$ cat config.mk
export PLATFORM = sky130hd
export DESIGN_NAME = stable_priority_queue_top
export DESIGN_NICKNAME = d
export VERILOG_FILES = /design/src/rtl/core/spq_pkg.sv /design/src/rtl/core/spq_cell.sv /design/src/rtl/core/stable_priority_queue_top.sv
export VERILOG_INCLUDE_DIRS = /design/src /design/src/rtl/core
export SDC_FILE = /design/constraint.sdc
export NUM_CORES = 1
export LEC_CHECK = 0
export ABC_CLOCK_PERIOD_IN_PS = 4080
export CAP_MARGIN = 25
export CORE_AREA = 5 5 212 214
export DETAILED_ROUTE_END_ITERATION = 6
export DIE_AREA = 0 0 217 219
export DONT_BUFFER_PORTS = 1
export HOLD_SLACK_MARGIN = 0.1
export PLACE_DENSITY = 0.77
export SLEW_MARGIN = 20
export SYNTH_ARGS = -nofsm -noshare
export SYNTH_HDL_FRONTEND = slang
export SYNTH_SLANG_ARGS = --single-unit
$ cat constraint.sdc
create_clock -name clk -period 4.08 [get_ports clk]
set_input_delay 0 -clock clk [delete_from_list [all_inputs] [get_ports clk]]
set_output_delay 0 -clock clk [all_outputs]
set_load 0.01 [all_outputs]
$ cat src/rtl/core/assert_macros.svh
// Assertion helpers for the RTL files.
`ifndef ASSERT_MACROS_SVH
`define ASSERT_MACROS_SVH

// Checked on every rising edge of clk, suspended while rst_n is low.
`define SPQ_ASSERT(lbl, prop, msg) \
    lbl: assert property (@(posedge clk) disable iff (!rst_n) prop) else $error(msg);

// Checked on every rising edge of clk, reset included.
`define SPQ_ASSERT_ALWAYS(lbl, prop, msg) \
    lbl: assert property (@(posedge clk) prop) else $error(msg);

`endif

$ cat src/rtl/core/spq_pkg.sv
`default_nettype none

package spq_pkg;

    localparam int QUEUE_DEPTH_DEFAULT = 16;

    localparam int PRI_W = 8;
    localparam int TAG_W = 16;
    localparam int OCC_W = 5;

    typedef enum logic [1:0] {
        CMD_INSERT = 2'd0,
        CMD_POP    = 2'd1,
        CMD_PEEK   = 2'd2
    } cmd_t;

    typedef enum logic [1:0] {
        ST_OK    = 2'd0,
        ST_EMPTY = 2'd1,
        ST_FULL  = 2'd2
    } status_t;

    // Operation broadcast to every cell of the chain at once.
    typedef struct packed {
        logic do_insert;
        logic do_pop;
    } spq_op_t;

endpackage

`default_nettype wire

$ cat src/rtl/core/spq_cell.sv
`default_nettype none

module spq_cell (
    input  wire logic                       clk,
    input  wire spq_pkg::spq_op_t           op,
    input  wire logic                       occupied,
    input  wire logic                       is_tail,
    input  wire logic [spq_pkg::PRI_W-1:0]  new_pri,
    input  wire logic [spq_pkg::TAG_W-1:0]  new_tag,
    input  wire logic                       left_gt,
    input  wire logic [spq_pkg::PRI_W-1:0]  left_pri,
    input  wire logic [spq_pkg::TAG_W-1:0]  left_tag,
    input  wire logic [spq_pkg::PRI_W-1:0]  right_pri,
    input  wire logic [spq_pkg::TAG_W-1:0]  right_tag,
    output logic                            gt,
    output logic [spq_pkg::PRI_W-1:0]       pri,
    output logic [spq_pkg::TAG_W-1:0]       tag
);
    import spq_pkg::*;

    logic [PRI_W-1:0] pri_reg;
    logic [PRI_W-1:0] pri_next;
    logic [TAG_W-1:0] tag_reg;
    logic [TAG_W-1:0] tag_next;

    // Strictly greater keeps equal priorities in arrival order.
    assign gt  = occupied && (pri_reg > new_pri);
    assign pri = pri_reg;
    assign tag = tag_reg;

    always_comb
    begin
        pri_next = pri_reg;
        tag_next = tag_reg;
        if (op.do_insert)
        begin
            // Cells past the insertion point move up by one; the first
            // greater cell, or the first free one, takes the new entry.
            if (left_gt)
            begin
                pri_next = left_pri;
                tag_next = left_tag;
            end
            else if (gt || is_tail)
            begin
                pri_next = new_pri;
                tag_next = new_tag;
            end
        end
        else if (op.do_pop)
        begin
            pri_next = right_pri;
            tag_next = right_tag;
        end
    end

    always_ff @(posedge clk)
    begin
        pri_reg <= pri_next;
        tag_reg <= tag_next;
    end

endmodule

`default_nettype wire

$ cat src/rtl/core/stable_priority_queue_top.sv
// Channel | Handshake          | Fields
// --------+--------------------+-------------------------------------------
// request | in_valid, in_stall | cmd, new_priority, new_tag
// result  | out_valid, out_stall | status, out_tag, out_priority, occupancy
//
// One request is taken per cycle while in_stall is low; its result reaches
// the output register in the next cycle. All cells compare and shift at once.
// Reset clears the entry count and the result valid; the cells hold no reset.
// A stalled result holds in_stall high, so no request is lost while it waits.
`default_nettype none

module stable_priority_queue_top #(
    parameter int QUEUE_DEPTH = spq_pkg::QUEUE_DEPTH_DEFAULT
) (
    input  wire logic                       clk,
    input  wire logic                       rst_n,
    input  wire logic                       in_valid,
    output logic                            in_stall,
    input  wire logic [1:0]                 cmd,
    input  wire logic [spq_pkg::PRI_W-1:0]  new_priority,
    input  wire logic [spq_pkg::TAG_W-1:0]  new_tag,
    output logic                            out_valid,
    input  wire logic                       out_stall,
    output logic [1:0]                      status,
    output logic [spq_pkg::TAG_W-1:0]       out_tag,
    output logic [spq_pkg::PRI_W-1:0]       out_priority,
    output logic [spq_pkg::OCC_W-1:0]       occupancy
);
    import spq_pkg::*;
    `include "assert_macros.svh"

    localparam int CW = $clog2(QUEUE_DEPTH + 1);

    logic [CW-1:0]    count_reg;
    logic [CW-1:0]    count_next;
    logic             out_valid_reg;
    logic             out_valid_next;
    status_t          status_reg;
    status_t          status_next;
    logic [TAG_W-1:0] tag_reg;
    logic [TAG_W-1:0] tag_next;
    logic [PRI_W-1:0] pri_reg;
    logic [PRI_W-1:0] pri_next;
    logic [CW-1:0]    occ_reg;

    logic    accept;
    logic    full;
    logic    empty;
    spq_op_t op;

    logic [PRI_W-1:0] cell_pri [QUEUE_DEPTH];
    logic [TAG_W-1:0] cell_tag [QUEUE_DEPTH];
    logic             cell_gt  [QUEUE_DEPTH];

    assign in_stall = out_valid_reg && out_stall;
    assign accept   = in_valid && !in_stall;
    assign full     = (count_reg == CW'(QUEUE_DEPTH));
    assign empty    = (count_reg == '0);

    assign op.do_insert = accept && (cmd == CMD_INSERT) && !full;
    assign op.do_pop    = accept && (cmd == CMD_POP) && !empty;

    for (genvar i = 0; i < QUEUE_DEPTH; i++)
    begin : g_cell
        logic             l_gt;
        logic [PRI_W-1:0] l_pri;
        logic [TAG_W-1:0] l_tag;
        logic [PRI_W-1:0] r_pri;
        logic [TAG_W-1:0] r_tag;

        if (i == 0)
        begin : g_head
            assign l_gt  = 1'b0;
            assign l_pri = new_priority;
            assign l_tag = new_tag;
        end
        else
        begin : g_body
            assign l_gt  = cell_gt[i-1];
            assign l_pri = cell_pri[i-1];
            assign l_tag = cell_tag[i-1];
        end

        if (i == QUEUE_DEPTH - 1)
        begin : g_last
            assign r_pri = cell_pri[i];
            assign r_tag = cell_tag[i];
        end
        else
        begin : g_next
            assign r_pri = cell_pri[i+1];
            assign r_tag = cell_tag[i+1];
        end

        spq_cell u_cell (
            .clk       (clk),
            .op        (op),
            .occupied  (CW'(i) < count_reg),
            .is_tail   (CW'(i) == count_reg),
            .new_pri   (new_priority),
            .new_tag   (new_tag),
            .left_gt   (l_gt),
            .left_pri  (l_pri),
            .left_tag  (l_tag),
            .right_pri (r_pri),
            .right_tag (r_tag),
            .gt        (cell_gt[i]),
            .pri       (cell_pri[i]),
            .tag       (cell_tag[i])
        );
    end

    always_comb
    begin
        count_next = count_reg;
        if (op.do_insert)
            count_next = count_reg + CW'(1);
        else if (op.do_pop)
            count_next = count_reg - CW'(1);
    end

    always_comb
    begin
        out_valid_next = out_valid_reg;
        if (accept)
            out_valid_next = 1'b1;
        else if (!out_stall)
            out_valid_next = 1'b0;

        status_next = ST_OK;
        tag_next    = '0;
        pri_next    = '0;
        case (cmd)
            CMD_INSERT:
            begin
                if (full)
                    status_next = ST_FULL;
            end
            CMD_POP, CMD_PEEK:
            begin
                if (empty)
                    status_next = ST_EMPTY;
                else
                begin
                    tag_next = cell_tag[0];
                    pri_next = cell_pri[0];
                end
            end
            default:
            begin
                status_next = ST_OK;
            end
        endcase
    end

    always_ff @(posedge clk or negedge rst_n)
    begin
        if (!rst_n)
        begin
            count_reg     <= '0;
            out_valid_reg <= 1'b0;
        end
        else
        begin
            count_reg     <= count_next;
            out_valid_reg <= out_valid_next;
        end
    end

    always_ff @(posedge clk)
    begin
        if (accept)
        begin
            status_reg <= status_next;
            tag_reg    <= tag_next;
            pri_reg    <= pri_next;
            occ_reg    <= count_next;
        end
    end

    assign out_valid    = out_valid_reg;
    assign status       = status_reg;
    assign out_tag      = tag_reg;
    assign out_priority = pri_reg;
    assign occupancy    = OCC_W'(occ_reg);

    `SPQ_ASSERT(a_count_bound, count_reg <= CW'(QUEUE_DEPTH),
        "entry count beyond depth")
    `SPQ_ASSERT(a_insert_count, op.do_insert |=> count_reg == $past(count_reg) + CW'(1),
        "insert did not grow count")
    `SPQ_ASSERT(a_pop_head,
        op.do_pop |=> out_priority == $past(cell_pri[0]) && out_tag == $past(cell_tag[0]),
        "pop returned wrong head")
    `SPQ_ASSERT(a_full_occ, out_valid && status == ST_FULL |-> occ_reg == CW'(QUEUE_DEPTH),
        "full status with free slots")

endmodule

`default_nettype wire

After elaboration in Yosys (flattened, before gate mapping)
Index checks and enable logic that the tools add are counted.
{ "word_totals": {"inputBits": 30, "out_inout_bits": 33, "register_bits": 421} }
{ "classes": {"n_bitwise": 1, "addsub": 2, "mux": 129, "reduce_logical": 63, "n_eq_ne": 34, "n_lt_le_gt_ge": 32} }
{ "ops": {"columns": ["cell", "count"], "rows": [
  ["16-bit 2-to-1 mux", 61],
  ["8-bit 2-to-1 mux", 61],
  ["8-bit > comparator", 16],
  ["4-bit by 5-bit == test with 1-bit output (first input constant)", 8],
  ["4-bit by 5-bit < comparator with 1-bit output (first input constant)", 8],
  ["3-bit by 1-bit inequality test with 1-bit output (second input constant)", 13],
  ["2-bit AND reduction", 16],
  ["1-bit logical AND", 22],
  ["3-bit by 5-bit == test with 1-bit output (first input constant)", 4],
  ["3-bit by 5-bit < comparator with 1-bit output (first input constant)", 4],
  ["1-bit logical OR", 16],
  ["2-bit by 5-bit == test with 1-bit output (first input constant)", 2],
  ["1-bit by 5-bit < comparator with 1-bit output (first input constant)", 2],
  ["2-bit by 5-bit < comparator with 1-bit output (first input constant)", 2],
  ["5-bit 2-to-1 mux", 2],
  ["5-bit by 1-bit adder with 5-bit output (second input constant)", 1],
  ["1-bit by 5-bit == test with 1-bit output (first input constant)", 1],
  ["5-bit == test (second input constant)", 1],
  ["5-bit zero test", 1],
  ["5-bit by 1-bit subtractor with 5-bit output (second input constant)", 1],
  ["2-bit case mux with 2 select lines", 1],
  ["2-bit nonzero test", 2],
  ["2-bit OR reduction", 2],
  ["1-bit zero test", 3],
  ["other kinds (9)", 11]
]} }

Logic depth before layout (Yosys ltp)
Gate-level depths: netlist of run 1.
{ "depth": {"depth_word": 7, "mapped_depth": 10, "mapped_depth_nobuf": 7} }

Hierarchy
Synthesis of run 1 repeated with hierarchy kept, for this count alone.
{ "unflattened": {"cells_unflattened": 2369, "area_unflattened_um2": 25650.9} }
{ "by_module_without_submodules": {"columns": ["module", "seq_area_each_um2", "area_per_inst_um2", "n_inst", "cells_each"], "rows": [
  ["spq_cell (g_cell[0].u_cell ...)", 720.7, 1490.2, 14, 138],
  ["spq_cell (g_cell[8].u_cell ...)", 720.7, 1473.9, 2, 138],
  ["stable_priority_queue_top", 1081.0, 1840.5, 1, 161]
]} }

Least setup slack after synthesis of run 1
No wires, ideal clock.
{ "synth_timing": {"path_kind": "register to register", "from": "reg out_valid_reg (netlist: out_valid)", "to": "reg g_cell[12].u_cell.pri_reg[0] (enable)", "path_stages_with_launch": 8, "period_less_slack_ns": 3.981, "setup_slack_ns": 0.099, "arrival_ns": 3.561, "path_cell_list": "dfrtp_1 -> a21boi_2 -> and3_1 -> buf_4 -> buf_6 -> nor2_8 -> buf_4 -> a41oi_1"} }
{ "synth_between": {"elab_chain_len": 7} }
{ "synth_rtl": {"columns": ["item", "line", "rtl"], "rows": [
  ["start, declared", "stable_priority_queue_top.sv:36", "logic out_valid_reg;"],
  ["start signal, assigned", "stable_priority_queue_top.sv:166", "out_valid_reg <= out_valid_next;"],
  ["1-bit logical AND (*)", "stable_priority_queue_top.sv:55", "assign in_stall = out_valid_reg && out_stall;"],
  ["1-bit zero test (*)", "stable_priority_queue_top.sv:56", "assign accept = in_valid && !in_stall;"],
  ["1-bit logical AND (*)", "stable_priority_queue_top.sv:56", null],
  ["named net accept", "stable_priority_queue_top.sv:46", "logic accept;"],
  ["1-bit logical AND (on tied branches) (2 in a row)", "stable_priority_queue_top.sv:60, stable_priority_queue_top.sv:61", null],
  ["3-bit by 1-bit inequality test with 1-bit output (no source line) / 2-bit nonzero test (equally long branches)", null, null],
  ["2-bit AND reduction (no source line) (*)", null, null],
  ["end signal, assigned", "spq_cell.sv:59", "pri_reg <= pri_next;"],
  ["end, declared", "spq_cell.sv:21", "logic [PRI_W-1:0] pri_reg;"]
]} }
The timed path passes the listed nets; every way through them passes the cells marked *.
A chain may end at the register's enable or synchronous reset.

Worst setup path after layout of run 1
{ "layout_timing": {"from": "reg count_reg[0]", "to": "reg g_cell[12].u_cell.tag_reg[9] (data pin)"} }
{ "layout_between": {"elab_chain_len": 4} }
{ "layout_rtl": {"columns": ["item", "line", "rtl"], "rows": [
  ["start, declared", "stable_priority_queue_top.sv:34", "logic [CW-1:0] count_reg;"],
  ["start signal, assigned", "stable_priority_queue_top.sv:165", "count_reg <= count_next;"],
  ["4-bit by 5-bit < comparator with 1-bit output / 5-bit == test (equally long branches)", "stable_priority_queue_top.sv:98, stable_priority_queue_top.sv:57", null],
  ["1-bit logical AND / 1-bit zero test (equally long branches)", "spq_cell.sv:27, stable_priority_queue_top.sv:60", null],
  ["16-bit 2-to-1 mux / 1-bit logical AND (equally long branches)", "spq_cell.sv:39, stable_priority_queue_top.sv:60", null],
  ["16-bit 2-to-1 mux (*)", "spq_cell.sv:35", "if (op.do_insert)"],
  ["named net g_cell[12].u_cell.tag_next[9]", "spq_cell.sv:24", "logic [TAG_W-1:0] tag_next;"],
  ["end signal, assigned", "spq_cell.sv:60", "tag_reg <= tag_next;"],
  ["end, declared", "spq_cell.sv:23", "logic [TAG_W-1:0] tag_reg;"]
]} }
Marks and branches as above.

==> out/qor.yml, run 1 <==
crit_path_top_delay_cell: "buf_4"
p_int_mw: 8.61
netlist_top_cells_area: "edfxtp_1 (50%), o211ai_1 (12%), o2111ai_1 (8.3%)"
cts_root_buf: "clkbuf_16"
cts_setup_buffers: 0
avgRoutedWirePerCell_um: 30.0
cts.sinks: 421
largest_reg_flops: 256
hold_viol_final: 0
utilization: 0.638
area_growth_pct: 9.02
placementRows: 76
critPathKind: "register to register"
switching_power_mw: 4.56
period_needed_ns: 3.42
dieArea_um2: 47500
path_cells: "inv_1 > ha_1 > nand4bb_1 > nand3_4 > buf_4 > buf_4 > nand2_1 > o211ai_1"
antenna_found_initial: 2
cts_htree_levels: 2
instances_no_fill: 2763
ant_nets: 0
ys_ff_latch: 421
ys_types: 66
cts_hold_buf: 32
drv_slew: 0
period_share: 0.838
die_h_um: 219
start_util: 0.585
rsz0062_at_grt: "false"
hold_depth: 2
status: "complete, but fails checks"
min_path_type: "input pin to register"
drive_above_1_share: 0.110
failed_checks: "design-rule violations"
skew_ns: 0.0193
drcViolationCount: 2
avgSynthCellArea_um2: 11.2
clk_pin_slew_ns: 0.07
syn_nets: 2403
viasPerCell: 7.68
yosys.area.top_type_share: 0.499
fmax_mhz: 292
grt_max_degree: 78
yosys_warnings: 0
hold_ws_ns: 0.148
synth_flop_cell: "edfxtp_1"
async_reset_ff_frac: 0.0143
die_w_um: 217
critical_path_arrival_ns: 3.82
nets: 2345
p_comb_frac: 0.261
yosys.area.top_type: "edfxtp_1"
cp_num_buf_inv: 3
worst-path-stages: 8
grt_pass1_wl_um: 125000
dr.pass1.iters: 7
io_buffer_count: 0
setup_tns_ns: 0
clockPowerShare: 0.312
drt_iter0_drc: 3333
via_count: 21228
reg2regPathDepth: 8
setup_viol: 0
cts_made_buffers: 44
end_kind: "register"
drt-total-wl_um: 82800
cp_slowest_stage_delay_ns: 0.64
power_switching_share: 0.346
maxCapViolations: 0
grt_overflow: 0
ir_drop_uv: 390
relSlewSlack: 0.255
clock_path_buffers: 3
synth_edf_count: 415
insertion_delay_ns: 0.58
gp_congestion: 0.939
syn_inst: 2237
hpwlAfterDp_um: 55200
ios: 63
worst_setup_path_start_kind: "register"
worst_slew_pin_slew_ns: 1.11
num-fill-cells: 3192
p_per_area_nw_per_um2: 484
cp_top_family: "buffers and inverters"
p_leak_nw: 9.40
post_cts_resized: 0
grt_usage: 0.340
ys_seq_area_frac: 0.505
core-area_um2: 42700
cts_tree: "done"
worstPathMaxFanout: 68
dpl.cell_count: 2647
seqPwrFrac: 0.427
crit_required_ns: 4.48
grt_pass1_vias: 20531
path_common_cell: "buf_4"
netlist_area_um2: 25000
-- worst reg2reg max path: cells and delay by family, from the launching register on --
family | cells | cell delay, ns
AOI/OAI and AO/OA | 1 | 0.13
DFF | 1 | 0.52
buffers and inverters | 3 | 1.50
and+or+nand+nor | 3 | 0.85
adders and majority gates | 1 | 0.23
-- Yosys cell counts (all sizes together) (5+ instances only) --
| master | instances |
|---|---|
| a21o | 5 |
| o211ai | 439 |
| o21bai | 5 |
| nand2 | 408 |
| o2111ai | 238 |
| o21a | 6 |
| edfxtp | 415 |
| and4 | 6 |
| and3 | 29 |
| nor2 | 29 |
| ha | 136 |
| clkbuf | 121 |
| nand3 | 9 |
| or3 | 5 |
| dfrtp | 6 |
| a211oi | 14 |
| a31oi | 15 |
| o221ai | 11 |
| nand3b | 7 |
| buf | 113 |
| nor2b | 17 |
| a41oi | 10 |
| inv | 33 |
| or2 | 5 |
| o21ai | 32 |
| nand4 | 26 |
| a21boi | 5 |
| mux2 | 24 |
| a21oi | 37 |
-- power by group through the flow --
stage               clock [mW]  combinational [mW]  sequential (mW)
floorplan                    0                2.41             5.57
global placement             0                3.14             5.69
detailed placement           0                3.27             5.70
CTS                       4.09                3.32             5.61
global route              4.30                3.66             5.64
finish                    4.11                3.44             5.62
-- per-stage QoR --
stage / worst slack [ns] / instance area, um2 / power, mW
finish: 0.659 / 27200 / 13.2
global route: 0.496 / 27200 / 13.6
CTS: 0.734 / 27200 / 13.0
detailed placement: 0.779 / 25500 / 8.97
global placement: 0.946 / 25500 / 8.83
floorplan: 0.0992 / 25000 / 7.98
-- cells in the final DEF (no fill, tap or decap), drive strengths merged, types with 32 or more instances in the layout --
| master | instances |
|---|---|
| o211ai | 439 |
| edfxtp | 415 |
| nand2 | 408 |
| o2111ai | 238 |
| ha | 136 |
| buf | 98 |
| clkbuf | 59 |
| a21oi | 37 |
| inv | 35 |
| dlygate4sd3 | 32 |
| o21ai | 32 |
-- final timing paths --
kind / startpoint / slack, ns / end
worst max-delay path: count_reg[0] / 0.66 / g_cell[12].u_cell.tag[9]
worst min-delay path: new_priority[1] / 0.15 / g_cell[0].u_cell.pri[1]
worst max register to register: count_reg[0] / 0.66 / g_cell[12].u_cell.tag[9]
worst min register to register: g_cell[15].u_cell.tag[4] / 0.55 / g_cell[14].u_cell.tag[4]
max in group asynchronous: rst_n / 3.35 / out_valid
min in group asynchronous: rst_n / 0.41 / count_reg[3]
-- cell families after synthesis --
group,count (synthesis),synth area share
compound gates,829,0.265
flops,421,0.505
mux,24,0.0108
xor+xnor,4,0.00140
fa+ha+maj,136,0.0681
buf+inv,267,0.0492
simple gates,556,0.100
-- final cells by class --
type / count / area, um2 / share of cell area
Antenna cell: 2 / 5.00 / 0.000184
Clock buffer: 59 / 1180 / 0.0433
Clock inverter: 23 / 239 / 0.00878
Inverter: 33 / 124 / 0.00455
Multi-Input combinational cell: 1549 / 11300 / 0.414
Sequential cell: 421 / 12600 / 0.463
Tap cell: 546 / 683 / 0.0251
Timing Repair Buffer: 130 / 1120 / 0.0411
-- metal layers --
layer | part of all wire | global-route usage | wire length, um | vias up
li1 | - | - | - | 9013
met1 | 0.36 | 0.435 | 29900 | 10284
met3 | 0.12 | 0.0979 | 10200 | 369
met4 | 0.065 | 0.186 | 5400 | 0
met5 | 0 | 0 | 0 | -
met2 | 0.45 | 0.525 | 37300 | 1562
Power figures use the tool's default switching activity.
==> inputs of run 2 (changes only) <==
--- a/config.mk
+++ b/config.mk
@@ -6,7 +6,7 @@
 export SDC_FILE = /design/constraint.sdc
 export NUM_CORES = 1
 export LEC_CHECK = 0
-export ABC_CLOCK_PERIOD_IN_PS = 4080
+export ABC_CLOCK_PERIOD_IN_PS = 3100
 export CAP_MARGIN = 25
 export CORE_AREA = 5 5 212 214
 export DETAILED_ROUTE_END_ITERATION = 6
==> constraint.sdc (replaced) <==
create_clock -name clk -period 3.1 [get_ports clk]
set_input_delay 0 -clock clk [delete_from_list [all_inputs] [get_ports clk]]
set_output_delay 0 -clock clk [all_outputs]
set_load 0.01 [all_outputs]
==> out/qor.yml, run 2 (synthesis results as in run 1) <==
skew_ns: 0.0272  # +0.00789 ns
r2r-start: "g_cell[5].u_cell.pri[5]"
drcViolationCount: 0  # -2
grt_max_degree: 144  # +85%
via_count: 21372  # +0.68%
relSlewSlack: 0.355  # +0.0999
instances_no_fill: 2783  # +0.72%
start_util: 0.585  # unchanged
critical_path_arrival_ns: 3.04  # -0.78 ns
cp_slowest_stage_delay_ns: 0.49  # -0.15 ns
hold_ws_ns: 0.167  # +0.0187 ns
maxCapViolations: 0  # unchanged
grt_usage: 0.348  # +0.00790
rsz0062_at_grt: "false"
hp-start: "new_priority[0]"
setup_tns_ns: 0  # unchanged
layout_commonest_cell: "edfxtp_1"
hold_depth: 6  # +4
worst_slack_ns: 0.344  # -0.315 ns
hold_viol_final: 0  # unchanged
critPathKind: "register to register"
period_needed_ns: 2.76  # -0.665 ns
status: "finished clean"
grt_overflow: 0  # unchanged
dpl.cell_count: 2667  # +0.76%
largest_reg_flops: 256  # unchanged
placementRows: 76  # unchanged
min_path_type: "input pin to register"
p_leak_nw: 9.59  # +2.1%
period_share: 0.889  # +0.0505
worstPathMaxFanout: 24  # -65%
holdPathEnd: "g_cell[15].u_cell.pri[0]"
dieArea_um2: 47500  # unchanged
core-area_um2: 42700  # unchanged
die_h_um: 219  # unchanged
clock_path_buffers: 3  # unchanged
cts_setup_buffers: 0  # unchanged
final_cell_mix: "edfxtp_1 (415), o211ai_1 (413), nand2_1 (399), o2111ai_1 (238), ha_1 (136)"
dr.pass1.iters: 6  # -1
utilization: 0.646  # +0.00823
drv_slew: 0  # unchanged
avgRoutedWirePerCell_um: 30.7  # +2.3%
clk_pin_slew_ns: 0.06  # about the same
cts_htree_levels: 2  # unchanged
p_per_area_nw_per_um2: 645  # +33%
nets: 2366  # +0.90%
worst_slew_pin_slew_ns: 0.967  # -0.147 ns
crit_path_top_delay_cell: "edfxtp_1"
crit_required_ns: 3.39  # -1.09 ns
io_buffer_count: 0  # unchanged
ios: 63  # unchanged
ir_drop_uv: 470  # +21%
cts_made_buffers: 45  # +2.3%
grt_pass1_vias: 20966  # +2.1%
insertion_delay_ns: 0.59  # about the same
setup_viol: 0  # unchanged
worst_setup_path_start_kind: "register"
drt_iter0_drc: 3759  # +13%
fmax_mhz: 363  # +24%
grt_pass1_wl_um: 127000  # +1.1%
area_growth_pct: 10.4
path_common_cell: "buf_4"
die_w_um: 217  # unchanged
drive_above_1_share: 0.124  # +0.0138
reg2regPathDepth: 8  # unchanged
end_kind: "register"
cts_root_buf: "clkbuf_16"
viasPerCell: 7.68  # about the same
cts.sinks: 421  # unchanged
gp_congestion: 0.992  # +5.7%
hpwlAfterDp_um: 56800  # +3.0%
r2r-end: "g_cell[6].u_cell.tag[10]"
finalPower_mw: 17.8  # +35%
antenna_found_initial: 1  # -1
post_cts_resized: 0  # unchanged
final_area_um2: 27600  # +1.3%
path_cells: "ha_1 > nand4_1 > nor2_1 > a211oi_2 > buf_4 > or2_1 > buf_4 > o211ai_1"
ant_nets: 0  # unchanged
post_dp_cell_area_um2: 25700  # +0.83%
drt-total-wl_um: 85300  # +3.1%
r2r_slack_ns: 0.34  # -0.32 ns
cts_tree: "done"
pre_cts_ws_ns: 0.418  # -0.361 ns
run 2: changes by cell type in the layout (fill, tap and decap cells not counted), sizes merged:
cell    before  now
buf         98  118
bufinv       5    9
clkbuf      59   51
clkinv      15   21
inv         35   33
run 2: timing repair:
item | 4_1_cts | 5_1_grt
hold endpoints to repair | 311 | 0
setup endpoints to repair | 0 | 0
hold buffers | 32 | 0
run 2: cell type report:
| cell class | count | area, um2 |
|---|---|---|
| well taps | 546 | 683 |
| repair buffers | 150 | 1320 |
| multi-input cells | 1549 | 11300 |
| inverters | 33 | 124 |
| flip-flops and latches | 421 | 12600 |
| clock inverters | 31 | 388 |
| diodes | 2 | 5.00 |
| clock buffers | 51 | 1170 |
| fillers | 3190 | 15100 |
run 2: metal layers:
| layer | track usage | routed length, um |
|---|---|---|
| met1 | 0.424 | 30100 |
| met2 | 0.555 | 39200 |
| met3 | 0.105 | 10400 |
| met4 | 0.196 | 5620 |
| met5 | 0.00521 | 28 |
run 2: worst max-delay path by stage:
| stage | from | endpoint | slack [ns] | cells past startpoint |
|---|---|---|---|---|
| 6_report | g_cell[5].u_cell.pri[5] | g_cell[6].u_cell.tag[10] | 0.34 | 8 |
| 5_1_grt | g_cell[5].u_cell.pri[5] | g_cell[6].u_cell.pri[0] | 0.22 | 8 |
| 4_1_cts | g_cell[5].u_cell.pri[5] | g_cell[6].u_cell.tag[10] | 0.40 | 8 |
| 3_5_place_dp | g_cell[5].u_cell.pri[5] | g_cell[6].u_cell.pri[0] | 0.42 | 8 |
| 3_3_place_gp | count_reg[0] | g_cell[14].u_cell.tag[1] | 0.50 | 7 |
| 2_1_floorplan | out_valid | g_cell[0].u_cell.pri[0] | -0.02 | 7 |
run 2: worst max-delay path: cells and delay by family (launching register included):
kind                     cells  cell delay (ns)
AO/OA/AOI/OAI                2             0.54
adder cells (fa/ha/maj)      1             0.34
buffers and inverters        2             0.58
flip-flops                   1             0.49
AND/OR/NAND/NOR              3             0.52
run 2: power by group:
group / total [mW] / switching (mW) / internal, mW
Sequential: 7.45 / 0.463 / 6.99
Combinational: 4.56 / 3.24 / 1.32
Clock: 5.79 / 2.33 / 3.46
Total: 17.8 / 6.03 / 11.8
